==> config.mk <==
export PLATFORM = sky130hd
export DESIGN_NAME = cmr_ram
export DESIGN_NICKNAME = d
export VERILOG_FILES = /design/src/hw/rtl/cmr_ram.sv
export SDC_FILE = /design/constraint.sdc
export NUM_CORES = 1
export LEC_CHECK = 0
export BUFFER_PORTS_ARGS = -buffer_cell sky130_fd_sc_hd__buf_2
export CORE_UTILIZATION = 35
export CTS_CLUSTER_SIZE = 14
export DETAILED_ROUTE_END_ITERATION = 7
export GPL_ROUTABILITY_DRIVEN = 0
export HOLD_SLACK_MARGIN = 0.02
export SETUP_SLACK_MARGIN = 0.2
export SYNTH_ARGS = -nofsm -noshare
export SYNTH_HDL_FRONTEND = slang
export SYNTH_SLANG_ARGS = --single-unit
==> constraint.sdc <==
create_clock -name clk_i -period 10 [get_ports clk_i]
set_clock_uncertainty 0.1 [all_clocks]
set_input_delay 1.5 -clock clk_i [delete_from_list [all_inputs] [get_ports clk_i]]
set_output_delay 1.5 -clock clk_i [all_outputs]
set_load 0.01 [all_outputs]
==> src/hw/rtl/cmr_ram.sv <==
// Generic RAM: one write port, two registered read ports.
module cmr_ram #(
  parameter int WIDTH = 48,
  parameter int DEPTH = 16
) (
  input  logic                     clk_i,
  input  logic                     we_i,
  input  logic [$clog2(DEPTH)-1:0] waddr_i,
  input  logic [WIDTH-1:0]         wdata_i,
  input  logic                     re_i,
  input  logic [$clog2(DEPTH)-1:0] raddr_a_i,
  input  logic [$clog2(DEPTH)-1:0] raddr_b_i,
  output logic [WIDTH-1:0]         rdata_a_o,
  output logic [WIDTH-1:0]         rdata_b_o
);

  logic [WIDTH-1:0] mem_q [DEPTH];

  always_ff @(posedge clk_i) begin
    if (we_i) begin
      mem_q[waddr_i] <= wdata_i;
    end
    if (re_i) begin
      rdata_a_o <= mem_q[raddr_a_i];
      rdata_b_o <= mem_q[raddr_b_i];
    end
  end

endmodule

# Word-level counts from Yosys, hierarchy flattened
# Memory sizes are Yosys's and may differ from the RTL's. A register that Yosys moved wholly into a read port is not among the register bits.
# Cells that the tools add are included.
# word_totals
mem_bits_rw,768
wordCells,3
memories,1
reg_bits,0
# op_classes
n_mux,2
# memory_table
memory,words,word_bits,rd,rd_ports_with_merged_regs,write_ports,line,rtl
mem_q,16,48,2,2,1,17,logic [WIDTH-1:0] mem_q [DEPTH];
# ops
op,n
two-way mux 1 bit,2

# Depth between registers and ports, before layout
# depth
ltp_word,2
depth_mapped,6

# Worst setup path after synthesis
# No wires, ideal clock.
# synth_path
path_type,in2reg
from,in waddr_i[2]
to,"mem mem_q[0][0], enable pin"
path_stages,2
slack_ps,4096
setup_time_ps,513
n_path_buf,0
required_ps,9387
t_arrival_ps,5291
cell_sequence,or3b_2 > nor3_1
# synth_lines
element,line,rtl
start: declaration,8,"input logic [$clog2(DEPTH)-1:0] waddr_i,"
end: declaration,17,
# Straight into the memory's write port.

==> flow_metrics.py <==
metrics = {
    "grt": {
        "grt_max_degree": 99,
        "grt_pass1_vias": 21100,
        "grt_overflow": 0,
        "track_usage_pct": 19.0,
        "antenna_found_initial": 16,
        "grt_pass1_wl_um": 147000,
    },
    "outcome": {
        "status": "complete, no violations",
    },
    "timing": {
        "worst_pin_slew_ps": 1200,
        "layout_min_cycle_time_ps": 3790,
        "holdWs_ps": 668,
        "finalHoldViolCount": 0,
        "setup_viol": 0,
        "fin_crit_sh_pct": 37.9,
        "worst_slack_ps": 6210,
        "rsz0062_at_grt": "no",
        "finalSetupTns_ps": 0,
        "fmax_mhz": 264,
        "final_max_slew_viol_count": 0,
        "relSlewSlack_pct": 20.1,
    },
    "synth": {
        "synth_top_area_share_pct": 69.8,
        "synth_area_leaders": "edfxtp_1 70%, mux4_2 23%, a22oi_1 3.9%, nand2_1 0.98%, clkbuf_1 0.46%",
        "netlist_instances": 1693,
        "yosysSeqAreaShare_pct": 69.8,
        "syn-num-nets": 1756,
        "ys_ff_latch": 864,
        "syn-cell-area_um2": 37200,
        "ys_warn_count": 0,
        "synth.distinct_cells": 17,
        "syn_area_per_cell_um2": 21.9,
        "synth_area_leader_cell": "edfxtp_1",
    },
    "clock_tree": {
        "clk_pin_slew_ps": 60,
        "cts_post_setup_buffers_inserted": 0,
        "clkSinkCount": 864,
        "cts_resized": 0,
        "cts_htree_levels": 3,
        "cts_inserted_buffers": 92,
        "root_buffer": "clkbuf_16",
        "cts_buffer_depth": 3,
        "ctsHoldBuffers": 0,
        "cts_tree": "built",
        "clock_latency_ps": 650,
    },
    "power_and_ir_drop": {
        "power_frac_clock_pct": 42.9,
        "pwr-share-comb_pct": 7.1,
        "netSwitchingPower_w": 0.00181,
        "max-vdd-ir-drop_mv": 0.120,
        "netSwitchingFraction_pct": 21.8,
        "p_per_area_nw_per_um2": 194,
        "p_seq_share_pct": 50.0,
        "p_leak_nw": 13.6,
        "power.internal_w": 0.00648,
    },
    "place": {
        "hpwl_um": 49600,
        "dpl_worst_slack_ps": 5410,
        "dp_cells": 3152,
        "io_buffers": 158,
    },
    "die": {
        "ios": 159,
        "rows": 119,
        "die_h_um": 328,
        "start_util_pct": 35.3,
        "die-area_um2": 107000,
        "core_um2": 105000,
        "die_width_um": 328,
    },
    "layout": {
        "nets": 1918,
        "drive_above_1_share_pct": 38.1,
        "syn2layout_area_growth_pct": 14.9,
        "ff_latch_area_um2": 25900,
        "fillers": 9196,
        "multiInputGateArea_um2": 10800,
        "instances_no_fill": 3324,
    },
    "setup_path": {
        "cpLargestDelayFamily": "buffers and inverters",
        "slowest_stage": "buf_4",
        "r2r_end": "rdata_a_o[40]$_DFFE_PP_",
        "arrival_ps": 4060,
        "criticalPathCategory": "in -> reg",
        "crit_fanout": 81,
        "crit_path_cell_trace": "buf_8, buf_4, mux4_2, a22oi_1, nand2_1",
        "rr_worst_depth": 3,
        "start_kind": "input pin",
        "end_kind": "register",
        "worst-path-buf-inv": 2,
        "critPathLaunch": "raddr_b_i[0]",
        "crit_required_ps": 10280,
        "slowest_delay_ps": 930,
        "r2r-start": "mem_q[11][40]$_DFFE_PP_",
        "reg2reg_slack_ps": 8300,
    },
    "worst_hold_path": {
        "min-delay-start": "mem_q[15][44]$_DFFE_PP_",
        "hold_path_class": "reg -> reg",
        "min_to": "rdata_b_o[44]$_DFFE_PP_",
        "hold_depth": 3,
    },
    "route": {
        "drt-pass1-iter-count": 7,
        "ant_nets": 0,
        "wl_um": 102000,
        "drc_errors": 0,
        "viasPerCell": 5.89,
        "first_iter_violations": 2158,
        "vias": 19600,
        "wl_per_cell_um": 30.6,
    },
    "job": {
        "cap_violations": 0,
    },
}
-- metrics by stage --
stage | util [%] | cell area, um2 | total power, W
2_1_floorplan | - | 37200 | 0.00457
3_3_place_gp | 37.6 | 39600 | 0.00481
3_5_place_dp | 37.6 | 39600 | 0.00482
4_1_cts | 40.6 | 42700 | 0.00836
5_1_grt | 40.6 | 42700 | 0.00853
6_report | 40.6 | 42700 | 0.00829
-- power groups by stage --
stage	Clock (W)	Combinational, W	Sequential, W
after global routing	0.00375	0.000629	0.00416
after CTS	0.00361	0.000597	0.00415
after detailed placement	0	0.000596	0.00423
final	0.00355	0.000590	0.00415
after floorplan	0	0.000347	0.00422
after global placement	0	0.000587	0.00422
-- cell type report --
class | instances | area share (%)
sequential | 864 | 60.8
multi-input combinational | 703 | 25.2
clock buffer | 110 | 5.65
tap | 1391 | 4.08
timing repair buffer | 194 | 2.61
clock inverter | 60 | 1.70
antenna | 2 | 0.0117
-- kinds of logic after synthesis --
family,Yosys count,synth area share [%]
AO/OA/AOI/OAI,192,3.88
AND/OR/NAND/NOR,127,1.39
buffers and inverters,126,1.63
multiplexers,384,23.3
flip-flops,864,69.8
-- layer usage --
| layer | track usage [%] | vias to the layer above | wire length (um) | share of wire, % |
|---|---|---|---|---|
| met5 | 0 | - | 104 | 0.10 |
| li1 | - | 7823 | - | - |
| met4 | 5.22 | 16 | 2270 | 2.2 |
| met1 | 26.1 | 10700 | 42000 | 41 |
| met3 | 3.42 | 186 | 7710 | 7.6 |
| met2 | 30.9 | 824 | 49600 | 49 |
-- tightest hold or removal path: stages, from the launching register on --
cell and delay, ps:
edfxtp_1 330, mux4_2 230, a22oi_1 60, nand2_1 50
-- worst max-delay path by stage --
| stage | end | slack [ps] | cells after the start |
|---|---|---|---|
| after floorplan | mem_q[0][0]$_DFFE_PP_ | 4100 | 2 |
| after detailed placement | rdata_b_o[45]$_DFFE_PP_ | 5410 | 5 |
| after global placement | rdata_b_o[42]$_DFFE_PP_ | 5410 | 5 |
| after global routing | rdata_b_o[1]$_DFFE_PP_ | 5900 | 5 |
| after CTS | rdata_b_o[10]$_DFFE_PP_ | 6100 | 5 |
| final | rdata_b_o[45]$_DFFE_PP_ | 6210 | 5 |
-- cell usage in the layout (no fill, tap or decap), drive strengths merged --
cell type	count
edfxtp	864
mux4	384
a22oi	192
buf	192
clkbuf	112
nand2	97
clkinv	39
bufinv	16
nor2	14
nor2b	4
nor3	4
clkinvlp	3
diode	2
and2	2
nand3b	2
nand2b	2
inv	2
nand3	1
or3b	1
-- cells in the mapped netlist (all sizes together) --
| cell type | count |
|---|---|
| a22oi | 192 |
| and2 | 2 |
| nor3 | 4 |
| nor2b | 4 |
| nand2b | 2 |
| nand2 | 97 |
| nand3 | 1 |
| mux4 | 384 |
| edfxtp | 864 |
| or3b | 1 |
| clkbuf | 46 |
| nand3b | 2 |
| buf | 80 |
| nor2 | 14 |
-- registers in the layout (all words and copies together), names as in the netlist --
name       flops
rdata_b_o     48
mem_q        768
rdata_a_o     48
Power figures use the tool's default switching activity.
