==> src/hw/rtl/cmr_divider.sv <==
// Pipelined restoring divider, one quotient bit per stage, shared divisor across lanes.
module cmr_divider #(
  parameter int DEN_W = 8,
  parameter int QUO_W = 8,
  parameter int LANES = 1,
  parameter int PAY_W = 1
) (
  input  logic                                   clk_i,
  input  logic                                   rst_ni,
  input  logic                                   en_i,
  input  logic                                   valid_i,
  input  logic [LANES-1:0][DEN_W+QUO_W-1:0]      num_i,
  input  logic [DEN_W-1:0]                       den_i,
  input  logic [PAY_W-1:0]                       pay_i,
  output logic                                   valid_o,
  output logic [LANES-1:0][QUO_W-1:0]            quo_o,
  output logic [LANES-1:0][DEN_W-1:0]            rem_o,
  output logic [PAY_W-1:0]                       pay_o
);

  logic [QUO_W-1:0]                  v_q;
  logic [LANES-1:0][DEN_W-1:0]       r_q   [QUO_W];
  logic [LANES-1:0][DEN_W-1:0]       r_d   [QUO_W];
  logic [LANES-1:0][QUO_W-1:0]       lo_q  [QUO_W];
  logic [LANES-1:0][QUO_W-1:0]       lo_d  [QUO_W];
  logic [LANES-1:0][QUO_W-1:0]       q_q   [QUO_W];
  logic [LANES-1:0][QUO_W-1:0]       q_d   [QUO_W];
  logic [DEN_W-1:0]                  den_q [QUO_W];
  logic [PAY_W-1:0]                  pay_q [QUO_W];
  logic [LANES-1:0][DEN_W-1:0]       r_in  [QUO_W];
  logic [LANES-1:0][QUO_W-1:0]       lo_in [QUO_W];
  logic [LANES-1:0][QUO_W-1:0]       q_in  [QUO_W];
  logic [DEN_W-1:0]                  den_in [QUO_W];
  logic [QUO_W:0]                    v_ext;

  always_comb begin
    for (int l = 0; l < LANES; l++) begin
      r_in[0][l]  = num_i[l][DEN_W+QUO_W-1:QUO_W];
      lo_in[0][l] = num_i[l][QUO_W-1:0];
      q_in[0][l]  = '0;
    end
    den_in[0] = den_i;
    for (int s = 1; s < QUO_W; s++) begin
      r_in[s]   = r_q[s-1];
      lo_in[s]  = lo_q[s-1];
      q_in[s]   = q_q[s-1];
      den_in[s] = den_q[s-1];
    end
  end

  always_comb begin
    logic [DEN_W:0] rs;
    logic           ge;
    for (int s = 0; s < QUO_W; s++) begin
      for (int l = 0; l < LANES; l++) begin
        rs = {r_in[s][l], lo_in[s][l][QUO_W-1]};
        ge = (rs >= {1'b0, den_in[s]});
        if (ge) begin
          r_d[s][l] = DEN_W'(rs - {1'b0, den_in[s]});
        end else begin
          r_d[s][l] = DEN_W'(rs);
        end
        lo_d[s][l] = lo_in[s][l] << 1;
        q_d[s][l]  = (q_in[s][l] << 1) | QUO_W'(ge);
      end
    end
  end

  assign v_ext = {v_q, valid_i};

  always_ff @(posedge clk_i or negedge rst_ni) begin
    if (!rst_ni) begin
      v_q <= '0;
    end else if (en_i) begin
      v_q <= v_ext[QUO_W-1:0];
    end
  end

  always_ff @(posedge clk_i) begin
    if (en_i) begin
      pay_q[0] <= pay_i;
      for (int s = 1; s < QUO_W; s++) begin
        pay_q[s] <= pay_q[s-1];
      end
      for (int s = 0; s < QUO_W; s++) begin
        r_q[s]   <= r_d[s];
        lo_q[s]  <= lo_d[s];
        q_q[s]   <= q_d[s];
        den_q[s] <= den_in[s];
      end
    end
  end

  assign valid_o = v_q[QUO_W-1];
  assign quo_o   = q_q[QUO_W-1];
  assign rem_o   = r_q[QUO_W-1];
  assign pay_o   = pay_q[QUO_W-1];

endmodule

==> config.mk <==
export PLATFORM = sky130hd
export DESIGN_NAME = cmr_divider
export DESIGN_NICKNAME = d
export VERILOG_FILES = /design/src/hw/rtl/cmr_divider.sv
export SDC_FILE = /design/constraint.sdc
export NUM_CORES = 1
export LEC_CHECK = 0
export ABC_AREA = 1
export BUFFER_PORTS_ARGS = -buffer_cell sky130_fd_sc_hd__buf_2
export CORE_UTILIZATION = 30
export CTS_BUF_LIST = sky130_fd_sc_hd__clkbuf_8 sky130_fd_sc_hd__clkbuf_16
export CTS_CLUSTER_DIAMETER = 60
export DETAILED_ROUTE_END_ITERATION = 10
export SYNTH_ARGS = -nofsm -noshare
export SYNTH_HDL_FRONTEND = slang
export SYNTH_SLANG_ARGS = --single-unit
==> constraint.sdc <==
create_clock -name clk_i -period 2 [get_ports clk_i]
set_input_delay 0.1 -clock clk_i [delete_from_list [all_inputs] [get_ports clk_i]]
set_output_delay 0.1 -clock clk_i [all_outputs]
set_load 0.01 [all_outputs]
# Yosys cells after proc, flatten, opt, wreduce, memory -nomap -nowiden
# Memories as Yosys holds them, arrays and structs flattened.
# Cells that the tools add are included.
# word_totals
reg_bits,8
mem_bits_rw,256
wordCells,39
n_memories,5
# op_classes
add_sub_neg,8
order_cmp,8
mux,10
n_bitwise,7
# mem_list
name,words,width,rd,rd_ports_with_merged_regs,wr,line_no,rtl
den_q,8,8,7,0,8,28,logic [DEN_W-1:0] den_q [QUO_W];
q_q,8,8,8,0,8,26,logic [LANES-1:0][QUO_W-1:0] q_q [QUO_W];
r_q,8,8,8,0,8,22,logic [LANES-1:0][DEN_W-1:0] r_q [QUO_W];
lo_q,8,7,7,0,8,24,logic [LANES-1:0][QUO_W-1:0] lo_q [QUO_W];
pay_q,8,1,8,0,8,29,logic [PAY_W-1:0] pay_q [QUO_W];
# op_table
cell,n
9-bit by 8-bit >= comparator with 1-bit output,8
8-bit two-way mux,8
8-bit subtractor,8
8-bit by 1-bit OR with 8-bit output,7
1-bit two-way mux,2

# Longest topological paths before layout
# Gate-level depths: netlist (run 1).
# An unclocked memory read counts as a cell.
# depth
ltp_word,3
mapped_depth,13
mapped_depth_nobuf,12

# Worst setup path after synthesis (run 1)
# No wires, ideal clock.
# synth_timing
path_kind,register to register
from,memory r_q[0][9] (netlist name)
to,"memory r_q[0][23] (netlist name), data pin"
setup_time_ps,252
arrival_ps,1469
required_time_ps,1748
setup_slack_ps,279
path_stages_with_launch,9
n_path_buf,0
synth_period_minus_slack_ps,1721
path_cell_list,edfxtp_1 > ha_1 > or2_1 > nand3b_1 > nand2_1 > nand2_2 > nand2_4 > nand2_1 > nand2_1
# synth_rtl
element,line_no
from (decl),22

==> results of run 1 <==
routing by layer:
| layer | vias up | global-route usage, % | part of all wire [%] |
|---|---|---|---|
| met1 | 3403 | 12.5 | 41 |
| met5 | - | 0 | 0 |
| li1 | 3844 | - | - |
| met4 | 0 | 4.62 | 2.2 |
| met2 | 103 | 22.5 | 54 |
| met3 | 30 | 2.41 | 2.4 |
cell families (layout without fill, tap and decap cells):
logic type      Yosys count  after routing  share of synthesized area (%)
compound gates           32             32                           1.57
xor+xnor                 24             24                           1.97
fa+ha+maj                72             72                           9.02
buf+inv                 207            330                           7.54
flops                   200            200                           56.0
mux                       2              2                          0.211
simple gates            573            573                           23.7
sequential cells by signal (all words and copies together), names as in the netlist:
register / cells
pay_q: 8
lo_q: 28
den_q: 56
r_q: 64
v_q: 8
q_q: 36
area by class of cell:
cell class,instances,share of cell area (%)
Clock buffer,17,3.38
Tap cell,455,4.52
Inverter,200,5.96
Sequential cell,200,47.4
Timing Repair Buffer,98,5.83
Multi-Input combinational cell,703,31.6
Clock inverter,15,1.33
path summary, 6_finish.rpt:
check | to | slack, ns | depth (start not counted)
worst min register to register | q_q[1][10]$_DFFE_PP_ | 0.41 | 0
worst max register to register | r_q[1][18]$_DFFE_PP_ | 0.1 | 9
max in group asynchronous | v_q[5]$_DFFE_PN0P_ | 1.12 | 3
min in group asynchronous | v_q[7]$_DFFE_PN0P_ | 0.62 | 3
worst min-delay path | r_q[1][26]$_DFFE_PP_ | 0.05 | 1
worst max-delay path | r_q[1][18]$_DFFE_PP_ | 0.1 | 9
repair_timing:
item | 4_1_cts | 5_1_grt
setup buffers | 0 | 6
endpoints found under the setup margin | 0 | 53
hold buffers | 27 | 0
resized for setup | 0 | 21
hold endpoints to repair | 33 | 0
cells in the mapped netlist (7+ instances only):
master / number / area, sq um
ha_1: 64 / 801
nand4_1: 15 / 93.8
xnor2_1: 9 / 78.8
dfrtp_1: 8 / 200
nand2_1: 352 / 1320
a21oi_1: 27 / 135
nand3_1: 123 / 616
nand2_4: 7 / 78.8
nor2_1: 43 / 161
inv_1: 200 / 751
xor2_1: 15 / 131
fa_1: 8 / 160
edfxtp_1: 192 / 5770
power by group through the flow:
| stage | Sequential [mW] | Combinational, mW | Clock, mW |
|---|---|---|---|
| finish | 6.07 | 5.46 | 3.51 |
| global route | 6.15 | 6.28 | 3.77 |
| CTS | 6.07 | 5.34 | 3.63 |
| detailed placement | 6.16 | 5.27 | 0 |
| global placement | 6.14 | 5.25 | 0 |
| floorplan | 6.08 | 4.00 | 0 |
worst max-delay path, stage by stage, from the launching register on:
cell and delay, ns:
edfxtp_1 0.42, ha_2 0.40, nand2_1 0.08, inv_1 0.09, nand4_1 0.14, nand2_2 0.13
nand2_4 0.10, buf_4 0.17, nand3_1 0.07, nand2_1 0.06
==> flow_summary.ini, run 1 <==
[sta]
slew_headroom_pct = 76.0
tns_ns = 0
fin_ws_ns = 0.0991
holdWs_ns = 0.0468
maxSlewViolCount = 0
finalCritPeriodShare_pct = 95.0
worstMarginPinSlew_ns = 0.358
fmax_mhz = 526
post-route-min-period_ns = 1.90
rsz0062_at_grt = true
finalSetupViolations = 0
hold_viol = 0
fin_skew_ns = 0.0150

[place]
placed_area_sq_um = 11600
post-dp-hpwl_um = 15300
gp_routability_congestion = 0.884
port_buffers = 46
dp_slack_ns = 0.0498
place_inst = 1623

[setup_path]
timing.critical_path.required_ns = 2.20
crit_start = r_q[1][10]$_DFFE_PP_
cp-end-kind = flop
cp.arrival_ns = 2.10
reg2reg_from = r_q[1][10]$_DFFE_PP_
crit_path_start_kind = flop
crit_fanout = 6
critPathKind = flop to flop

[floorplanning]
die_w_um = 190
row_count = 68
ios = 47
core_sq_um = 34700
die_h_um = 190
die_area_sq_um = 36300
initial_core_util_pct = 30.7

[final_layout]
layout_commonest_cell = nand2_1
fin_util_pct = 36.3
fill_cells = 3507
multiInputGateArea_sq_um = 3980
diodes = 0
instances_no_fill = 1688
final_cell_mix = nand2_1, inv_1, edfxtp_1
final_layout_size_suffix_gt1_share_pct = 11.8
nNetsFinal = 1321
final_area_sq_um = 12600
regArea_sq_um = 5970
area_growth_pct = 18.2

[drt]
wl_um = 20600
final_antenna_net_count = 0
vias = 7380
via_per_inst = 4.37
drc = 0
wl_per_cell_um = 12.2
dr.first_iter.drc_count = 302
drt-pass1-iter-count = 5

[outcome]
status = complete, no violations

[synthesis]
ys.flop_type = edfxtp_1
ys_seq_elements = 200
ys_seq_area_share_pct = 56.0
syn_avg_cell_area_sq_um = 9.60
synth_edf_count = 192
syn_nets = 1211
yosysWarningCount = 0
synthArstFlopShare_pct = 4.00
synthCells = 1110
syn_area_sq_um = 10700
ys_types = 29

[cts]
clock_path_buffers = 2
clk_pin_slew_worst_paths_ns = 0.08
cts.sinks = 200
numCtsBuffers = 17
cts_tree = built
h-tree-depth = 4
clock_latency_ns = 0.45
cts_root_buf = clkbuf_16

[pwr]
switchingPower_mw = 5.45
irDropWorstVdd_uv = 768
seqPwrFrac_pct = 40.4
total_power_mw = 15.0
p_comb_share_pct = 36.3
p_sw_share_pct = 36.3
p_per_area_nw_per_um2 = 1190
pwr-share-clk_pct = 23.3
intPower_mw = 9.58
p_leak_nw = 5.91

[grt]
grt_pass1_wl_um = 34000
grt_util_all_layers_pct = 11.8
grt_overflow = 0
antenna_found_initial = 0
grt_max_degree = 61
grt_pass1_vias = 7396

[flow_run]
cap_violations = 0

[min_path]
hp-class = input port to flop
min_from = en_i
No activity file was read; power rests on OpenSTA's default activity.
==> inputs of run 2 (changes only) <==
CORE_ASPECT_RATIO = 0.8   (was not set)
GPL_ROUTABILITY_DRIVEN = 0   (was not set)
==> flow_summary.ini, run 2 (synthesized netlist as in run 1, its figures left out) <==
[cts]
numCtsBuffers = 17
h-tree-depth = 4
clock_latency_ns = 0.45
cts_tree = built
cts.sinks = 200
clk_pin_slew_worst_paths_ns = 0.07
cts_root_buf = clkbuf_16
clock_path_buffers = 2

[drt]
drt-pass1-iter-count = 5
wl_per_cell_um = 11.7
vias = 7295
drc = 0
via_per_inst = 4.30
final_antenna_net_count = 0
wl_um = 19800
dr.first_iter.drc_count = 377

[sta]
fmax_mhz = 533
worstMarginPinSlew_ns = 0.485
hold_viol = 0
maxSlewViolCount = 0
rsz0062_at_grt = false
fin_skew_ns = 0.0111
post-route-min-period_ns = 1.88
finalCritPeriodShare_pct = 93.8
finalSetupViolations = 0
holdWs_ns = 0.0486
fin_ws_ns = 0.123
tns_ns = 0
slew_headroom_pct = 67.7

[floorplanning]
row_count = 61
die_area_sq_um = 36300
die_w_um = 213
core_sq_um = 34900
initial_core_util_pct = 30.5
die_h_um = 171
ios = 47

[setup_path]
slowest_stage = edfxtp_1
cp.arrival_ns = 2.08
critPathMaxStageDelay_ns = 0.42
path_cells = ha_1 -> nand2_1 -> nor2_2 -> nand3_1 -> and2_2 -> nand3_1 -> nand2_1
timing.critical_path.required_ns = 2.20
ff2ff_path_depth = 7
critPathKind = flop to flop
crit_fanout = 9
cp-end-kind = flop
crit_path_start_kind = flop

[min_path]
hp-class = input port to flop
hold_depth = 1

[pwr]
p_leak_nw = 5.84
intPower_mw = 9.60
p_comb_share_pct = 36.7
pwr-share-clk_pct = 22.4
p_sw_share_pct = 35.8
total_power_mw = 14.9
seqPwrFrac_pct = 40.9
switchingPower_mw = 5.34
irDropWorstVdd_uv = 684
p_per_area_nw_per_um2 = 1190

[final_layout]
fill_cells = 3501
largest_registers = r_q (64), den_q (56), q_q (36)
final_cell_mix = nand2_1, inv_1, edfxtp_1
regMostFlops = r_q
nNetsFinal = 1311
layout_commonest_cell = nand2_1
diodes = 0
final_area_sq_um = 12600
instances_no_fill = 1695
fin_util_pct = 36.0
area_growth_pct = 18.0
largest_reg_flops = 64
final_layout_size_suffix_gt1_share_pct = 11.6

[grt]
grt_util_all_layers_pct = 11.3
antenna_found_initial = 0
grt_max_degree = 56
grt_pass1_vias = 6901
grt_pass1_wl_um = 32500
grt_overflow = 0

[place]
place_inst = 1633
placed_area_sq_um = 11500
post-dp-hpwl_um = 14600
dp_slack_ns = 0.0410
port_buffers = 46

[flow_run]
cap_violations = 0

[outcome]
status = complete, no violations
run 2: power groups by stage:
stage,clock network [mW],registers [mW],logic (mW)
floorplan,0,6.08,4.00
global placement,0,6.15,5.08
detailed placement,0,6.17,5.17
CTS,3.48,6.08,5.23
global route,3.61,6.20,6.32
finish,3.35,6.11,5.49
run 2: per-layer routing:
metal | vias up | part of all wire (%) | global-route usage, %
met4 | 0 | 1.7 | 4.63
li1 | 3823 | - | -
met3 | 24 | 2.9 | 3.18
met2 | 92 | 47 | 18.4
met1 | 3356 | 48 | 14.2
met5 | - | 0 | 0
run 2: critical path: cells and delay by family, from the launching register on:
family	cells	cell delay [ns]
and+or+nand+nor	6	0.80
DFF	1	0.42
adders and majority gates	1	0.40
run 2: timing repair:
action                                  in CTS  in global routing
endpoints found under the setup margin       0                 48
resized for setup                            0                 29
hold endpoints to repair                    33                  0
hold buffers                                27                  0
buffers inserted                             0                  1
run 2: worst paths after layout:
path	from	slack, ns	endpoint
setup / recovery	r_q[1][20]$_DFFE_PP_	0.12	r_q[1][25]$_DFFE_PP_
setup reg to reg	r_q[1][20]$_DFFE_PP_	0.12	r_q[1][25]$_DFFE_PP_
hold / removal	en_i	0.05	r_q[1][31]$_DFFE_PP_
hold reg to reg	pay_q[1][0]$_DFFE_PP_	0.42	pay_q[1][1]$_DFFE_PP_
min in group asynchronous	rst_ni	0.61	v_q[1]$_DFFE_PN0P_
max in group asynchronous	rst_ni	1.12	v_q[2]$_DFFE_PN0P_
run 2: area by class of cell:
class / instances / area, sq um / area share (%)
multi-input cells: 705 / 4050 / 32.2
clock buffers: 20 / 489 / 3.89
well taps: 472 / 591 / 4.70
clock inverters: 12 / 83.8 / 0.667
flip-flops and latches: 200 / 5970 / 47.5
repair buffers: 86 / 646 / 5.14
inverters: 200 / 751 / 5.97
==> inputs of run 3 (changes only) <==
ABC_AREA = not set   (was 1)
RECOVER_POWER = 25   (was not set)
==> flow_summary.ini, run 3 <==
[place]
placed_area_sq_um = 11800
port_buffers = 46
post-dp-hpwl_um = 13300

[synthesis]
ys_seq_elements = 200
synth_area_leader_cell = edfxtp_1
yosysWarningCount = 0
syn_area_sq_um = 9930
synth_edf_count = 192
synth_commonest_cells = edfxtp_1, inv_1, ha_1, nand2_1
syn_avg_cell_area_sq_um = 13.4
synthDominantCellAreaShare_pct = 58.1
yosysMostFrequentCell = edfxtp_1
ys_types = 54
synthCells = 740
synthArstFlopShare_pct = 4.00
syn_nets = 841
ys.flop_type = edfxtp_1
synth_area_leaders = edfxtp_1, ha_1, mux2_2
ys_seq_area_share_pct = 60.1

[grt]
grt_pass1_vias = 6497
grt_max_degree = 62
grt_overflow = 0
grt_pass1_wl_um = 31000
antenna_found_initial = 0
grt_util_all_layers_pct = 11.6

[setup_path]
critPathKind = flop to flop
path_cells = inv_1 -> ha_4 -> nor2b_2 -> o31a_1 -> buf_4 -> a311o_1 -> mux2_2
crit_path_start_kind = flop
timing.critical_path.required_ns = 2.18
slowest_stage = edfxtp_1
cp-end-kind = flop
crit_fanout = 3
critPathMaxStageDelay_ns = 0.42
crit_start = den_q[1][2]$_DFFE_PP_
reg2reg_from = den_q[1][2]$_DFFE_PP_
cp.arrival_ns = 2.37

[pwr]
intPower_mw = 11.6
irDropWorstVdd_uv = 658
p_sw_share_pct = 30.9
total_power_mw = 16.8
pwr-share-clk_pct = 19.6
p_leak_nw = 5.54
switchingPower_mw = 5.18
p_per_area_nw_per_um2 = 1220
seqPwrFrac_pct = 36.7
p_comb_share_pct = 43.8

[sta]
fin_skew_ns = 0.00880
post-route-min-period_ns = 2.18
worstMarginPinSlew_ns = 2.10
slew_headroom_pct = -40.3
fin_ws_ns = -0.184
rsz0062_at_grt = true
maxSlewViolCount = 32
hold_viol = 0
fmax_mhz = 458
finalSetupViolations = 27
finalCritPeriodShare_pct = 109

[final_layout]
multiInputGateArea_sq_um = 4470
regMostFlops = r_q
final_area_sq_um = 13800
largest_reg_flops = 64
fin_util_pct = 42.4
regArea_sq_um = 5970
fill_cells = 2945
area_growth_pct = 38.9
layout_commonest_cell = edfxtp_1
largest_registers = r_q (64), den_q (56), q_q (36)
final_layout_size_suffix_gt1_share_pct = 41.0
diodes = 0
nNetsFinal = 1106
final_cell_mix = edfxtp_1, buf_4, inv_1

[min_path]
hp-class = input port to flop
min_from = num_i[7]

[floorplanning]
die_area_sq_um = 33800
die_h_um = 165
die_w_um = 205
ios = 47
row_count = 59
core_sq_um = 32600
initial_core_util_pct = 30.5

[cts]
clock_path_buffers = 2
clock_latency_ns = 0.43
cts_tree = built
numCtsBuffers = 17
cts.sinks = 200
cts_root_buf = clkbuf_16
h-tree-depth = 4
clk_pin_slew_worst_paths_ns = 0.07

[drt]
drt-pass1-iter-count = 6
wl_per_cell_um = 13.7
vias = 6525
final_antenna_net_count = 0
drc = 0
wl_um = 19800
dr.first_iter.drc_count = 264
via_per_inst = 4.52

[outcome]
status = complete, but fails checks
failed_checks = max-capacitance violations, max-slew violations, negative setup slack

[flow_run]
cap_violations = 1
-- run 3: routing by layer --
metal,GRT usage [%],wire length [um]
met5,0,0
met1,14.4,9350
met3,2.47,593
met2,20.0,9510
met4,3.84,323
-- run 3: power by group through the flow --
stage,Clock [mW],Combinational [mW],Sequential [mW]
global route,3.55,7.99,6.24
global placement,0,5.53,6.16
detailed placement,0,5.62,6.18
finish,3.28,7.33,6.15
CTS,3.39,6.46,6.12
floorplan,0,3.62,6.09
-- run 3: kinds of logic after synthesis --
group                      Yosys count  share of synthesized area (%)
muxes                               44                           4.83
and+or+nand+nor                    142                           7.20
DFF                                200                           60.1
AOI/OAI and AO/OA                  164                           12.5
xor gates and xnor gates            22                           1.94
adders and majority gates           72                           9.68
buffers and inverters               96                           3.74
-- run 3: layout make-up --
class                      count  area share, %
multi-input combinational    444           32.4
timing repair buffer         251           14.0
clock inverter                12          0.517
inverter                      91           2.48
clock buffer                  20           3.47
sequential                   200           43.3
tap                          427           3.87
-- run 3: worst max-delay path: cells and delay by family (launching register included) --
family | cells | cell delay, ns
AO/OA/AOI/OAI | 2 | 0.64
flip-flops | 1 | 0.42
buffers and inverters | 2 | 0.26
multiplexers | 1 | 0.26
adder cells (fa/ha/maj) | 1 | 0.21
AND/OR/NAND/NOR | 1 | 0.15
-- run 3: what timing repair did --
item,4_1_cts,5_1_grt
endpoints found under the hold margin,30,0
gates resized for setup,77,90
cloned,0,1
pin swaps,27,27
hold buffers,23,0
setup buffers,22,32
setup endpoints to repair,39,63
-- run 3: through the flow --
step / hold slack, ns / setup WS, ns / setup TNS (ns) / cells
2_1_floorplan: -0.196 / -0.0505 / -0.337 / 740
4_1_cts: 0.00924 / -0.159 / -1.09 / 1413
6_report: 0.0224 / -0.184 / -1.91 / 1445
3_5_place_dp: -0.0471 / -0.178 / -2.58 / 1336
3_3_place_gp: -0.0505 / -0.149 / -1.91 / 1336
5_1_grt: 0.0358 / -0.243 / -16.07 / 1445
-- run 3: final timing paths --
kind                                         to  slack [ns]  cells past startpoint
setup / recovery           r_q[0][22]$_DFFE_PP_       -0.18                      7
hold / removal              r_q[0][0]$_DFFE_PP_        0.02                      3
setup reg to reg           r_q[0][22]$_DFFE_PP_       -0.18                      7
hold reg to reg            q_q[1][10]$_DFFE_PP_        0.41                      0
max in group asynchronous    v_q[4]$_DFFE_PN0P_        1.59                      2
min in group asynchronous    v_q[1]$_DFFE_PN0P_        0.11                      2
